**config.mk**
```make
export PLATFORM = sky130hd
export DESIGN_NAME = montgomery_mod_exp_unit
export DESIGN_NICKNAME = d
export VERILOG_FILES = /design/src/rtl/core/mme_pkg.sv /design/src/rtl/core/mme_alu.sv /design/src/rtl/core/montgomery_mod_exp_unit.sv
export SDC_FILE = /design/constraint.sdc
export NUM_CORES = 1
export LEC_CHECK = 0
export BUFFER_PORTS_ARGS = -buffer_cell sky130_fd_sc_hd__buf_2
export CORE_MARGIN = 4
export CORE_UTILIZATION = 30
export CTS_CLUSTER_SIZE = 30
export DETAILED_ROUTE_END_ITERATION = 10
export PLACE_DENSITY = 0.46
export SLEW_MARGIN = 10
export SYNTH_ARGS = -nofsm -noshare
export SYNTH_HDL_FRONTEND = slang
export SYNTH_SLANG_ARGS = --single-unit
```
**constraint.sdc**
```tcl
create_clock -name aclk -period 12.55 [get_ports aclk]
set_input_delay 2.51 -clock aclk [delete_from_list [all_inputs] [get_ports aclk]]
set_output_delay 2.51 -clock aclk [all_outputs]
set_load 0.01 [all_outputs]
```
**src/rtl/core/mme_pkg.sv**
```systemverilog
// mme_pkg: shared types and constants of the montgomery modular exponentiation unit
// payload structs for both channels and the control word of the shared arithmetic unit
// depends on nothing
`timescale 1ns / 1ps

package mme_pkg;

    localparam int unsigned MME_WIDTH = 32;
    localparam int unsigned MME_CNT_W = $clog2(MME_WIDTH + 1);
    localparam logic [MME_WIDTH-1:0] MME_MODULUS_RST = MME_WIDTH'(3233);

    typedef struct packed {
        logic [MME_WIDTH-1:0] base;
        logic [MME_WIDTH-1:0] exponent;
    } mme_in_t;

    typedef struct packed {
        logic [MME_WIDTH-1:0] power;
        logic                 bad_modulus;
    } mme_out_t;

    typedef enum logic {
        MME_OP_REDUCE,
        MME_OP_MONT
    } mme_op_t;

    typedef struct packed {
        mme_op_t op;
        logic    xbit;
        logic    inbit;
    } mme_alu_ctrl_t;

endpackage

```
**src/rtl/core/mme_alu.sv**
```systemverilog
// mme_alu: shared add and compare-subtract unit, one step per cycle
// reduce step (2*acc + bit) mod n, or one bit of a montgomery product
// depends on mme_pkg
`timescale 1ns / 1ps

module mme_alu (
    input  mme_pkg::mme_alu_ctrl_t        ctrl,
    input  logic [mme_pkg::MME_WIDTH-1:0] modulus,
    input  logic [mme_pkg::MME_WIDTH-1:0] acc,
    input  logic [mme_pkg::MME_WIDTH-1:0] y,
    output logic [mme_pkg::MME_WIDTH-1:0] res
);

    localparam int unsigned W = mme_pkg::MME_WIDTH;

    logic [W-1:0] addend;
    logic [W-1:0] corr;
    logic         q;
    logic [W+1:0] sum;
    logic [W:0]   pre;
    logic [W:0]   diff;

    always_comb begin
        addend = ctrl.xbit ? y : '0;
        q      = acc[0] ^ (ctrl.xbit & y[0]);
        corr   = q ? modulus : '0;
        sum    = (W+2)'(acc) + (W+2)'(addend) + (W+2)'(corr);
        unique case (ctrl.op)
            mme_pkg::MME_OP_REDUCE: pre = {acc, ctrl.inbit};
            mme_pkg::MME_OP_MONT:   pre = sum[W+1:1];
            default:                pre = '0;
        endcase
        diff = pre - {1'b0, modulus};
        res  = (pre >= {1'b0, modulus}) ? diff[W-1:0] : pre[W-1:0];
    end

endmodule

```
**src/rtl/core/montgomery_mod_exp_unit.sv**
```systemverilog
// montgomery_mod_exp_unit: base^exponent mod modulus by bit-serial montgomery products
// top level with sequencer, operand registers and modulus register
// depends on mme_pkg and mme_alu
`timescale 1ns / 1ps

// One word in gives one word out: power = base^(exponent mod 2^m) mod modulus, where m is the
// bit length of the modulus register. The unit takes one word at a time; s_ready stays low
// until the result has been handed to the output register, which holds it while the next
// word is already accepted. The bit length m is found by shifting a copy of the modulus;
// then R^2 mod n, the reduced base and 3 + m + k montgomery products (k = set bits among
// the low m exponent bits) are worked out in one shared add/compare-subtract unit at one
// bit per cycle. An even modulus or one below 3 returns power 0 with bad_modulus set and
// skips these steps. The modulus may only be written while the unit is idle.

module montgomery_mod_exp_unit (
    input  logic                          aclk,
    input  logic                          aresetn,
    input  logic                          cfg_wr_en,
    input  logic [mme_pkg::MME_WIDTH-1:0] cfg_wr_data,
    input  logic                          s_valid,
    output logic                          s_ready,
    input  mme_pkg::mme_in_t              s_data,
    output logic                          m_valid,
    input  logic                          m_ready,
    output mme_pkg::mme_out_t             m_data
);

    localparam int unsigned W  = mme_pkg::MME_WIDTH;
    localparam int unsigned CW = mme_pkg::MME_CNT_W;

    typedef enum logic [2:0] {
        ST_IDLE,
        ST_LEN,
        ST_R2,
        ST_MODA,
        ST_LOAD,
        ST_MONT,
        ST_DONE
    } state_t;

    typedef enum logic [2:0] {
        PR_Z0,
        PR_P0,
        PR_MUL,
        PR_SQR,
        PR_FIN
    } prod_t;

    state_t             state_reg, state_next;
    prod_t              prod_reg, prod_next;
    logic [W-1:0]       modulus_reg, modulus_next;
    logic [W-1:0]       len_reg, len_next;
    logic [CW-1:0]      m_reg, m_next;
    logic [CW-1:0]      cnt_reg, cnt_next;
    logic [CW-1:0]      ecnt_reg, ecnt_next;
    logic [W-1:0]       base_reg, base_next;
    logic [W-1:0]       exp_reg, exp_next;
    logic [W-1:0]       acc_reg, acc_next;
    logic [W-1:0]       x_reg, x_next;
    logic [W-1:0]       y_reg, y_next;
    logic [W-1:0]       r_reg, r_next;
    logic [W-1:0]       z_reg, z_next;
    logic [W-1:0]       p_reg, p_next;
    mme_pkg::mme_out_t  res_reg, res_next;
    mme_pkg::mme_out_t  m_data_reg, m_data_next;
    logic               m_valid_reg, m_valid_next;

    mme_pkg::mme_alu_ctrl_t alu_ctrl;
    logic [W-1:0]           alu_res;
    logic [W-1:0]           mmask;
    logic [CW-1:0]          m_last;

    assign s_ready = (state_reg == ST_IDLE);
    assign m_valid = m_valid_reg;
    assign m_data  = m_data_reg;

    assign mmask  = ~({W{1'b1}} << m_reg);
    assign m_last = m_reg - CW'(1);

    always_comb begin
        alu_ctrl.op    = (state_reg == ST_MONT) ? mme_pkg::MME_OP_MONT : mme_pkg::MME_OP_REDUCE;
        alu_ctrl.xbit  = x_reg[0];
        alu_ctrl.inbit = (state_reg == ST_MODA) ? base_reg[W-1] : 1'b0;
    end

    mme_alu u_alu (
        .ctrl    (alu_ctrl),
        .modulus (modulus_reg),
        .acc     (acc_reg),
        .y       (y_reg),
        .res     (alu_res)
    );

    always_comb begin
        state_next   = state_reg;
        prod_next    = prod_reg;
        modulus_next = modulus_reg;
        len_next     = len_reg;
        m_next       = m_reg;
        cnt_next     = cnt_reg;
        ecnt_next    = ecnt_reg;
        base_next    = base_reg;
        exp_next     = exp_reg;
        acc_next     = acc_reg;
        x_next       = x_reg;
        y_next       = y_reg;
        r_next       = r_reg;
        z_next       = z_reg;
        p_next       = p_reg;
        res_next     = res_reg;
        m_data_next  = m_data_reg;
        m_valid_next = m_valid_reg;

        if (cfg_wr_en) begin
            modulus_next = cfg_wr_data;
        end
        if (m_valid_reg && m_ready) begin
            m_valid_next = 1'b0;
        end

        unique case (state_reg)
            ST_IDLE: begin
                if (s_valid) begin
                    base_next = s_data.base;
                    exp_next  = s_data.exponent;
                    len_next  = modulus_reg;
                    m_next    = '0;
                    if ((modulus_reg < W'(3)) || !modulus_reg[0]) begin
                        res_next.power       = '0;
                        res_next.bad_modulus = 1'b1;
                        state_next           = ST_DONE;
                    end else begin
                        state_next = ST_LEN;
                    end
                end
            end
            ST_LEN: begin
                if (len_reg != '0) begin
                    len_next = len_reg >> 1;
                    m_next   = m_reg + CW'(1);
                end else begin
                    // R mod n is 2^m - n
                    acc_next   = (~modulus_reg + W'(1)) & mmask;
                    cnt_next   = '0;
                    state_next = ST_R2;
                end
            end
            ST_R2: begin
                acc_next = alu_res;
                cnt_next = cnt_reg + CW'(1);
                if (cnt_reg == m_last) begin
                    r_next     = alu_res;
                    acc_next   = '0;
                    cnt_next   = '0;
                    state_next = ST_MODA;
                end
            end
            ST_MODA: begin
                acc_next  = alu_res;
                base_next = base_reg << 1;
                cnt_next  = cnt_reg + CW'(1);
                if (cnt_reg == CW'(W - 1)) begin
                    p_next     = alu_res;
                    prod_next  = PR_Z0;
                    state_next = ST_LOAD;
                end
            end
            ST_LOAD: begin
                acc_next   = '0;
                cnt_next   = '0;
                state_next = ST_MONT;
                case (prod_reg)
                    PR_Z0: begin
                        x_next = W'(1);
                        y_next = r_reg;
                    end
                    PR_P0: begin
                        x_next = p_reg;
                        y_next = r_reg;
                    end
                    PR_MUL: begin
                        x_next = z_reg;
                        y_next = p_reg;
                    end
                    PR_SQR: begin
                        x_next = p_reg;
                        y_next = p_reg;
                    end
                    default: begin
                        x_next = W'(1);
                        y_next = z_reg;
                    end
                endcase
            end
            ST_MONT: begin
                acc_next = alu_res;
                x_next   = x_reg >> 1;
                cnt_next = cnt_reg + CW'(1);
                if (cnt_reg == m_last) begin
                    state_next = ST_LOAD;
                    case (prod_reg)
                        PR_Z0: begin
                            z_next    = alu_res;
                            prod_next = PR_P0;
                        end
                        PR_P0: begin
                            p_next    = alu_res;
                            ecnt_next = '0;
                            prod_next = exp_reg[0] ? PR_MUL : PR_SQR;
                        end
                        PR_MUL: begin
                            z_next    = alu_res;
                            prod_next = PR_SQR;
                        end
                        PR_SQR: begin
                            p_next    = alu_res;
                            exp_next  = exp_reg >> 1;
                            ecnt_next = ecnt_reg + CW'(1);
                            if (ecnt_reg == m_last) begin
                                prod_next = PR_FIN;
                            end else begin
                                prod_next = exp_reg[1] ? PR_MUL : PR_SQR;
                            end
                        end
                        default: begin
                            res_next.power       = alu_res;
                            res_next.bad_modulus = 1'b0;
                            state_next           = ST_DONE;
                        end
                    endcase
                end
            end
            ST_DONE: begin
                if (!m_valid_reg || m_ready) begin
                    m_data_next  = res_reg;
                    m_valid_next = 1'b1;
                    state_next   = ST_IDLE;
                end
            end
            default: begin
                state_next = ST_IDLE;
            end
        endcase
    end

    always_ff @(posedge aclk) begin
        if (!aresetn) begin
            state_reg   <= ST_IDLE;
            m_valid_reg <= 1'b0;
            modulus_reg <= mme_pkg::MME_MODULUS_RST;
        end else begin
            state_reg   <= state_next;
            m_valid_reg <= m_valid_next;
            modulus_reg <= modulus_next;
        end
        prod_reg   <= prod_next;
        len_reg    <= len_next;
        m_reg      <= m_next;
        cnt_reg    <= cnt_next;
        ecnt_reg   <= ecnt_next;
        base_reg   <= base_next;
        exp_reg    <= exp_next;
        acc_reg    <= acc_next;
        x_reg      <= x_next;
        y_reg      <= y_next;
        r_reg      <= r_next;
        z_reg      <= z_next;
        p_reg      <= p_next;
        res_reg    <= res_next;
        m_data_reg <= m_data_next;
    end

    // one word in flight: no second accept right after an accept
    a_single_word: assert property (@(posedge aclk) disable iff (!aresetn)
        (s_valid && s_ready) |=> !s_ready)
        else $error("input accepted while a word is in flight");

    // output register only loads from the result stage
    a_load_from_done: assert property (@(posedge aclk) disable iff (!aresetn)
        $rose(m_valid) |-> $past(state_reg == ST_DONE))
        else $error("result word raised outside the result stage");

    // montgomery accumulator stays reduced
    a_acc_reduced: assert property (@(posedge aclk) disable iff (!aresetn)
        (state_reg == ST_MONT) |-> (acc_reg < modulus_reg))
        else $error("accumulator not below modulus");

    // a bad modulus always comes with a zero power
    a_bad_zero: assert property (@(posedge aclk) disable iff (!aresetn)
        (m_valid && m_data.bad_modulus) |-> (m_data.power == '0))
        else $error("bad modulus with nonzero power");

endmodule
```
After elaboration in Yosys (flattened, before gate mapping)
Cells that the tools add are included.
Widths: inputs -> output; s select.
{"block": "word_totals", "reg_bits": 411, "inputBits": 101, "out_inout_bits": 35, "wordCells": 150}
{"block": "op_classes", "n_eq_ne": 24, "add_sub_neg": 8, "n_shift": 1, "magnitude_cmp": 2, "n_bitwise": 6, "n_reduce_logical": 33, "muxes": 56}
{"cell": "$mux 32", "n": 14}
{"cell": "$pmux 32 s2", "n": 7}
{"cell": "$mux 33", "n": 4}
{"cell": "$pmux 33 s2", "n": 2}
{"cell": "$pmux 32 s4", "n": 1}
{"cell": "$not 32->32", "n": 2}
{"cell": "$add 34x32->34", "n": 1}
{"cell": "$add 32x32->33", "n": 1}
{"cell": "$ge 33x32->1", "n": 1}
{"cell": "$add 32x1->32 const B", "n": 1}
{"cell": "$and 32x32->32", "n": 1}
{"cell": "$lt 32x2->1 const B", "n": 1}
{"cell": "$reduce_bool 32->1", "n": 1}
{"cell": "$shl 32x6->32 const A", "n": 1}
{"cell": "$sub 32x32->32", "n": 1}
{"cell": "$mux 3", "n": 10}
{"cell": "$mux 6", "n": 4}
{"cell": "$pmux 6 s2", "n": 2}
{"cell": "$pmux 6 s4", "n": 1}
{"cell": "$pmux 3 s7", "n": 1}
{"cell": "$add 6x1->6 const B", "n": 3}
{"cell": "$ne 2x2->1 const B", "n": 7}
{"cell": "$eq 3x2->1 const B", "n": 4}
{"cell": "$eq 6x6->1", "n": 2}
{"cell": "26 further kinds", "n": 57}

Longest topological paths before layout
Gate-level depths: netlist of run 1.
{"block": "depth", "depth_word": 10, "ltp_mapped": 35}

By module
A second synthesis of run 1 with hierarchy kept.
{"block": "hier_totals", "hier_cells": 2002, "area_unflattened_um2": 22661.7}
{"module": "montgomery_mod_exp_unit", "instances": 1, "cells_per_inst": 1336, "area_per_inst_um2": 17392.9}
{"module": "mme_alu", "instances": 1, "cells_per_inst": 666, "area_per_inst_um2": 5268.8}

Least setup slack after synthesis of run 1
No wires, ideal clock.
{"block": "synth_path", "path_type": "register -> register", "startpoint": "register x_reg[0]", "endpoint": "register acc_reg[17] (data pin)", "setup_slack_ns": 5.368, "t_arrival_ns": 6.926, "path_stages_with_launch": 34, "synth_period_minus_slack_ns": 7.182, "setup_time_ns": 0.256, "cell_sequence": "edfxtp_1 and2_1 ha_1 fa_1 a21o_1 a221oi_2 a21oi_1 a31oi_1 nor2b_1 o21a_1 o21ai_0 a21oi_1 xor2_1 ha_1 nand3_1 or2_1 o22a_1 nand3_1 a31oi_1 or4b_2 nand3_1 ha_1 buf_2 a211oi_1 o21ai_0 nand4_1 o211ai_1 o21bai_2 a21oi_1 or3_1 buf_6 buf_6 mux2_4 a22o_1"}
{"block": "synth_between", "elab_chain_len": 9, "word_cells_on_any_way": 12, "cone_classes": "add/sub (3); order compare (1); mux (6); bitwise (2)"}
{"item": "from (decl)", "line": "montgomery_mod_exp_unit.sv:59", "source": "logic [W-1:0] x_reg, x_next;"}
{"item": "from (signal assigned)", "line": "montgomery_mod_exp_unit.sv:264", "source": "x_reg <= x_next;"}
{"item": "parallel branches: the longest is 3 deep, another holds $add 32x32->33"}
{"item": "$add 34x32->34 *", "line": "mme_alu.sv:27", "source": "sum = (W+2)'(acc) + (W+2)'(addend) + (W+2)'(corr);"}
{"item": "$pmux 33 s2 *", "line": "mme_alu.sv:28", "source": "unique case (ctrl.op)"}
{"item": "$sub 32x32->32 or $ge 33x32->1 (tied branches)", "line": "mme_alu.sv:33, mme_alu.sv:34"}
{"item": "$mux 32 *", "line": "mme_alu.sv:34", "source": "res = (pre >= {1'b0, modulus}) ? diff[W-1:0] : pre[W-1:0];"}
{"item": "net alu_res[17]", "line": "montgomery_mod_exp_unit.sv:69", "source": "logic [W-1:0] alu_res;"}
{"item": "$mux 32", "line": "montgomery_mod_exp_unit.sv:151", "source": "if (cnt_reg == m_last) begin"}
{"item": "$pmux 32 s4 *", "line": "montgomery_mod_exp_unit.sv:121", "source": "unique case (state_reg)"}
{"item": "net acc_next[17]", "line": "montgomery_mod_exp_unit.sv:58", "source": "logic [W-1:0] acc_reg, acc_next;"}
{"item": "to (signal assigned)", "line": "montgomery_mod_exp_unit.sv:263", "source": "acc_reg <= acc_next;"}
{"item": "to (decl)", "line": "montgomery_mod_exp_unit.sv:58"}
Mark *: on every way through the listed nets, which the timed path passes.
A chain may end at the register's enable or synchronous reset.

Final worst setup path of run 1
{"block": "layout_path", "startpoint": "register x_reg[0]", "endpoint": "register acc_reg[5] (data pin)"}
The elaborated chain is that of the path after synthesis.

==> qor.yml, run 1 <==
numCtsBuffers: 48
cp.required_ns: 12.89
worstSetupStartpointType: "flip-flop"
coreArea_um2: 77600
critical_path.max_fanout: 32
cap_violations: 0
drive_above_1_share: 0.116
slowest_stage: "or4b_2"
postCtsSetupBuffers: 0
grt_use_met1: 0.221
postRouteAntennaNets: 0
period_share: 0.713
power_mw: 7.20
yosys_register_bits: 411
seq_area_frac_synth: 0.509
switchingPower_mw: 3.01
tns_ns: 0
area_growth_pct: 14.7
via_per_inst: 5.09
hold_class: "flip-flop to flip-flop"
wl_um: 76100
hpwl_um: 56900
synthFlopType: "edfxtp_1"
htreeDepth: 2
layout_setup_ws_ns: 3.61
mappedNetlistNets: 2514
crit_type: "flip-flop to flip-flop"
initial_utilization: 0.304
setup_viol: 0
status: "finished, final reports clean"
p_int_mw: 4.19
final_nets: 2617
place_congestion: 0.918
cp_top_family: "simple AND/OR/NAND/NOR gates"
relSlewSlack: 0.224
endpoint_kind: "flip-flop"
drc: 0
fmax_ghz: 0.112
final_hold_viol_count: 0
grt_pass1_vias: 17600
overflow: 0
grt_pass1_wl_um: 112000
cts_tree: "yes"
grtUsageMet2: 0.323
diodes: 0
grt_util_met3: 0.0227
antenna_found_initial: 2
combPwrFrac: 0.481
root_buffer: "clkbuf_16"
skew_ns: 0.0232
startpoint: "x_reg[0]$_DFFE_PP_"
place_worst_setup_slack_ns: 3.72
grt_util_all_layers: 0.179
vias: 17800
fp-row-count: 102
drtPass1Iterations: 5
power_density_nw_per_um2: 266
synth_edf_count: 375
async_reset_ff_frac: 0
routedWlPerCell_um: 21.8
top_usage_layer: "met2"
worst_pin_slew_ns: 1.15
power.share.clock: 0.210
die_y_um: 288
postLayoutCoreUtil: 0.348
rsz0062_at_grt: "no"
die_w_um: 288
hold_buffers: 0
post-route-min-period_ns: 8.94
netSwitchingFraction: 0.418
dp.cells: 3396
critPathBufInv: 3
r2r-start: "x_reg[0]$_DFFE_PP_"
p_leak_nw: 10.6
power.share.sequential: 0.309
numClockSinks: 411
clkTransAtPathRegs_ns: 0.06
hp-start: "res_reg[30]$_SDFFCE_PN0P_"
netlist_area_um2: 23600
dr.first_iter.drc_count: 1347
grt_max_degree: 73
ios: 136
ys_types: 82
syn_avg_cell_area_um2: 10.2
yosysWarnings: 0
arrival_ns: 9.28
dieArea_um2: 83100
slew_violations: 0
cts-resized-gates: 0
peakVddDrop_mv: 0.134
clock_path_buffers: 3
io_buffers: 135
max_stage_delay_ns: 0.63
clock_latency_ns: 0.60
layoutNonFillerInstCount: 3484
synth_cells: 2303
per-stage QoR:
| step | hold WS, ns | cell area [µm²] |
|---|---|---|
| final | 0.417 | 27000 |
| after floorplan | 0.400 | 23600 |
| after global placement | 0.402 | 25300 |
| after detailed placement | 0.405 | 25300 |
| after global routing | 0.428 | 27000 |
| after CTS | 0.419 | 27000 |
power groups by stage:
stage	logic (mW)	clock network (mW)	registers, mW
2_1_floorplan	2.48	0	2.15
3_3_place_gp	3.42	0	2.25
3_5_place_dp	3.45	0	2.26
4_1_cts	3.47	1.56	2.23
5_1_grt	3.82	1.61	2.25
6_report	3.46	1.51	2.23
Yosys cell counts (8+ instances only):
library cell / count / share of area
nand2_1: 392 / 0.062
edfxtp_1: 375 / 0.48
o21ai_0: 176 / 0.037
ha_1: 107 / 0.057
nor2_1: 107 / 0.017
a21oi_1: 98 / 0.021
and2_1: 91 / 0.024
inv_1: 91 / 0.014
mux2i_1: 80 / 0.034
xnor2_1: 80 / 0.030
clkbuf_1: 78 / 0.012
a21o_1: 48 / 0.015
nand3_1: 46 / 0.0098
nor2b_1: 44 / 0.012
xor2_1: 38 / 0.014
dfxtp_1: 36 / 0.031
nor3_1: 34 / 0.0072
a22oi_1: 31 / 0.0099
nor4_1: 25 / 0.0066
nand4_1: 20 / 0.0053
a31oi_1: 18 / 0.0048
nand2b_1: 18 / 0.0048
and3_1: 16 / 0.0042
o21a_1: 16 / 0.0051
buf_1: 14 / 0.0022
a211oi_1: 13 / 0.0041
o211ai_1: 13 / 0.0041
o21bai_1: 12 / 0.0038
or2_2: 12 / 0.0032
nor3b_1: 11 / 0.0035
buf_2: 10 / 0.0021
o311ai_0: 10 / 0.0037
or3_1: 10 / 0.0027
o31ai_1: 9 / 0.0029
mux2_4: 8 / 0.0051
routing by layer:
metal / routed length [µm] / up-vias
li1: - / 8577
met1: 31400 / 8619
met2: 38500 / 443
met3: 3370 / 111
met4: 2890 / 0
met5: 0 / -
cell usage in the layout, fill, tap and decap left out, types with 15 or more instances in the layout:
| cell type | synthesis | routed |
|---|---|---|
| nor2_1 | 107 | 104 |
| xnor2_1 | 80 | 80 |
| clkbuf_16 | 0 | 49 |
| nor3_1 | 34 | 33 |
| nand4_1 | 20 | 20 |
| o21a_1 | 16 | 16 |
| buf_2 | 10 | 135 |
| dfxtp_1 | 36 | 36 |
| nand2b_1 | 18 | 18 |
| a21o_1 | 48 | 48 |
| nand2_1 | 392 | 392 |
| nor4_1 | 25 | 24 |
| a22oi_1 | 31 | 31 |
| edfxtp_1 | 375 | 375 |
| mux2i_1 | 80 | 80 |
| nor2b_1 | 44 | 43 |
| nand3_1 | 46 | 46 |
| inv_1 | 91 | 90 |
| and2_1 | 91 | 90 |
| a31oi_1 | 18 | 18 |
| buf_4 | 2 | 27 |
| ha_1 | 107 | 107 |
| xor2_1 | 38 | 38 |
| and3_1 | 16 | 15 |
| a21oi_1 | 98 | 98 |
| o21ai_0 | 176 | 176 |
area by class of cell:
cell class	count	area, µm²
Inverter	91	344
Tap cell	1040	1300
Clock inverter	33	444
Timing Repair Buffer	162	878
Multi-Input combinational cell	1692	10800
Fill cell	7986	50600
Clock buffer	55	1260
Sequential cell	411	12000
cell families (layout without fill, tap and decap cells):
| family | count (synthesis) | in the layout | synth area share |
|---|---|---|---|
| XOR/XNOR | 118 | 118 | 0.0439 |
| multiplexers | 93 | 93 | 0.0415 |
| flip-flops | 411 | 411 | 0.509 |
| AO/OA/AOI/OAI | 530 | 530 | 0.145 |
| adder cells (fa/ha/maj) | 110 | 110 | 0.0594 |
| buffers and inverters | 200 | 341 | 0.0338 |
| AND/OR/NAND/NOR | 841 | 841 | 0.168 |
worst paths after layout:
| kind | end | cells after the start | slack, ns |
|---|---|---|---|
| worst max register to register | acc_reg[5]$_DFFE_PP_ | 31 | 3.61 |
| worst min-delay path | m_data[30]$_DFFE_PP_ | 0 | 0.42 |
| worst min register to register | m_data[30]$_DFFE_PP_ | 0 | 0.42 |
| worst max-delay path | acc_reg[5]$_DFFE_PP_ | 31 | 3.61 |
Note: power is estimated with default switching activity, not from simulation.
==> run 2, diff against run 1 <==
- ABC_AREA: unset -> 1
- PLACE_DENSITY: 0.46 -> 0.48
- clock period: 12.55 -> 7.2 ns (I/O delays scaled with it)
==> run 2 against run 1 <==
Sequential power rose by 80%; critical path depth rose by 5; clock power rose by 68%; global-route usage rose by 1.2 points; core utilization rose by 0.21 points; register-to-register slack got worse by 3.2 ns; cell count rose by 22%; cell area rose by 4.9%; combinational power rose by 130%.
==> qor.yml, run 2 <==
io_buffers: 135
cpMostUsedCell: "nand2_1"
synth_top_cell_area_share: 0.457
slew_violations: 0
worstSetupStartpointType: "flip-flop"
overflow: 0
root_buffer: "clkbuf_16"
ys_types: 45
cp.required_ns: 7.54
post_dp_cell_area_um2: 26600
yosys_register_bits: 411
yosys.area.top_type: "edfxtp_1"
layoutNonFillerInstCount: 4265
final_nets: 3377
diodes: 0
layout.cells.most_common: "nand2_1"
p_leak_nw: 12.6
clock_latency_ns: 0.60
power_mw: 14.4
synth_cells: 3032
wl_um: 84700
drive_above_1_share: 0.0886
status: "finished, final reports clean"
clkTransAtPathRegs_ns: 0.06
grt_util_all_layers: 0.191
yosysWarnings: 0
dieArea_um2: 86700
skew_ns: 0.0195
power_density_nw_per_um2: 508
crit_type: "flip-flop to flip-flop"
die_w_um: 295
postRouteAntennaNets: 0
seq_area_frac_synth: 0.486
dr.first_iter.drc_count: 1762
coreArea_um2: 80900
grt_pass1_wl_um: 125000
fmax_ghz: 0.148
initial_utilization: 0.304
synth.area.top_cells: "edfxtp_1 (46%), nand2_1 (15%), inv_1 (5.9%)"
syn_avg_cell_area_um2: 8.12
async_reset_ff_frac: 0
postLayoutCoreUtil: 0.350
post-route-min-period_ns: 6.77
fin_hold_ws_ns: 0.421
tns_ns: 0
drtPass1Iterations: 6
synth_edf_count: 375
numClockSinks: 411
antenna_found_initial: 0
ios: 136
hpwl_um: 65500
cp_top_family: "compound AO/OA/AOI/OAI gates"
mostFrequentLayoutCells: "nand2_1 (994), inv_1 (387), edfxtp_1 (375), nor2_1 (249), o21ai_0 (174)"
setup_viol: 0
max_stage_delay_ns: 0.47
routedWlPerCell_um: 19.9
slowest_stage: "edfxtp_1"
drc: 0
place_worst_setup_slack_ns: 0.239
synthFlopType: "edfxtp_1"
htreeDepth: 2
grt_max_degree: 75
final_cell_area_um2: 28400
numCtsBuffers: 49
cts_tree: "yes"
netlist_area_um2: 24600
critPathBufInv: 6
synth_common_cells: "nand2_1 (998), inv_1 (387), edfxtp_1 (375), nor2_1 (251), o21ai_0 (176)"
hold_class: "flip-flop to flip-flop"
vias: 20700
via_per_inst: 4.85
relSlewSlack: 0.328
layout_setup_ws_ns: 0.434
period_share: 0.940
synth.most_common_cell: "nand2_1"
mappedNetlistNets: 3243
place_congestion: 0.992
hold_buffers: 0
area_growth_pct: 15.2
clock_path_buffers: 3
num-fill-cells: 8581
critical_path.max_fanout: 23
die_y_um: 295
rsz0062_at_grt: "no"
grt_pass1_vias: 20200
cap_violations: 0
endpoint_kind: "flip-flop"
final_hold_viol_count: 0
fp-row-count: 104
dp.cells: 4173
worst_pin_slew_ns: 1.01
arrival_ns: 7.11
peakVddDrop_mv: 0.198
[run 2: cell type report]
class / count / area [µm²] / share of cell area
Tap cell: 1060 / 1330 / 0.0468
Sequential cell: 411 / 12000 / 0.422
Multi-Input combinational cell: 2143 / 11000 / 0.387
Inverter: 392 / 1470 / 0.0519
Clock buffer: 70 / 1420 / 0.0500
Clock inverter: 20 / 238 / 0.00838
Timing Repair Buffer: 169 / 960 / 0.0338
[run 2: timing repair]
item | CTS | global route
setup endpoints to repair | 0 | 160
setup buffers | 0 | 2
resized for setup | 0 | 15
[run 2: where the power goes]
| group | internal (mW) | total [mW] | switching, mW |
|---|---|---|---|
| clock | 1.52 | 2.54 | 1.03 |
| sequential | 3.68 | 4.01 | 0.328 |
| combinational | 2.35 | 7.84 | 5.49 |
[run 2: logic make-up after synthesis]
family	count (synthesis)	share of synthesized area
and+or+nand+nor	1493	0.245
buffers and inverters	478	0.0742
AOI/OAI and AO/OA	435	0.0999
DFF	411	0.486
adders and majority gates	110	0.0568
xor gates and xnor gates	105	0.0373
[run 2: metal layers]
| layer | global-route usage | vias up | routed length (µm) |
|---|---|---|---|
| li1 | - | 10300 | - |
| met2 | 0.328 | 570 | 40700 |
| met1 | 0.247 | 9700 | 37100 |
| met3 | 0.0303 | 112 | 4040 |
| met4 | 0.0643 | 0 | 2820 |
| met5 | 0 | - | 0 |
[run 2: final timing paths]
kind / start / end / slack [ns] / cells past startpoint
worst min-delay path: res_reg[23]$_SDFFCE_PN0P_ / m_data[23]$_DFFE_PP_ / 0.42 / 0
worst max-delay path: x_reg[0]$_DFFE_PP_ / p_reg[16]$_DFFE_PP_ / 0.43 / 36
worst max register to register: x_reg[0]$_DFFE_PP_ / p_reg[16]$_DFFE_PP_ / 0.43 / 36
worst min register to register: res_reg[23]$_SDFFCE_PN0P_ / m_data[23]$_DFFE_PP_ / 0.42 / 0
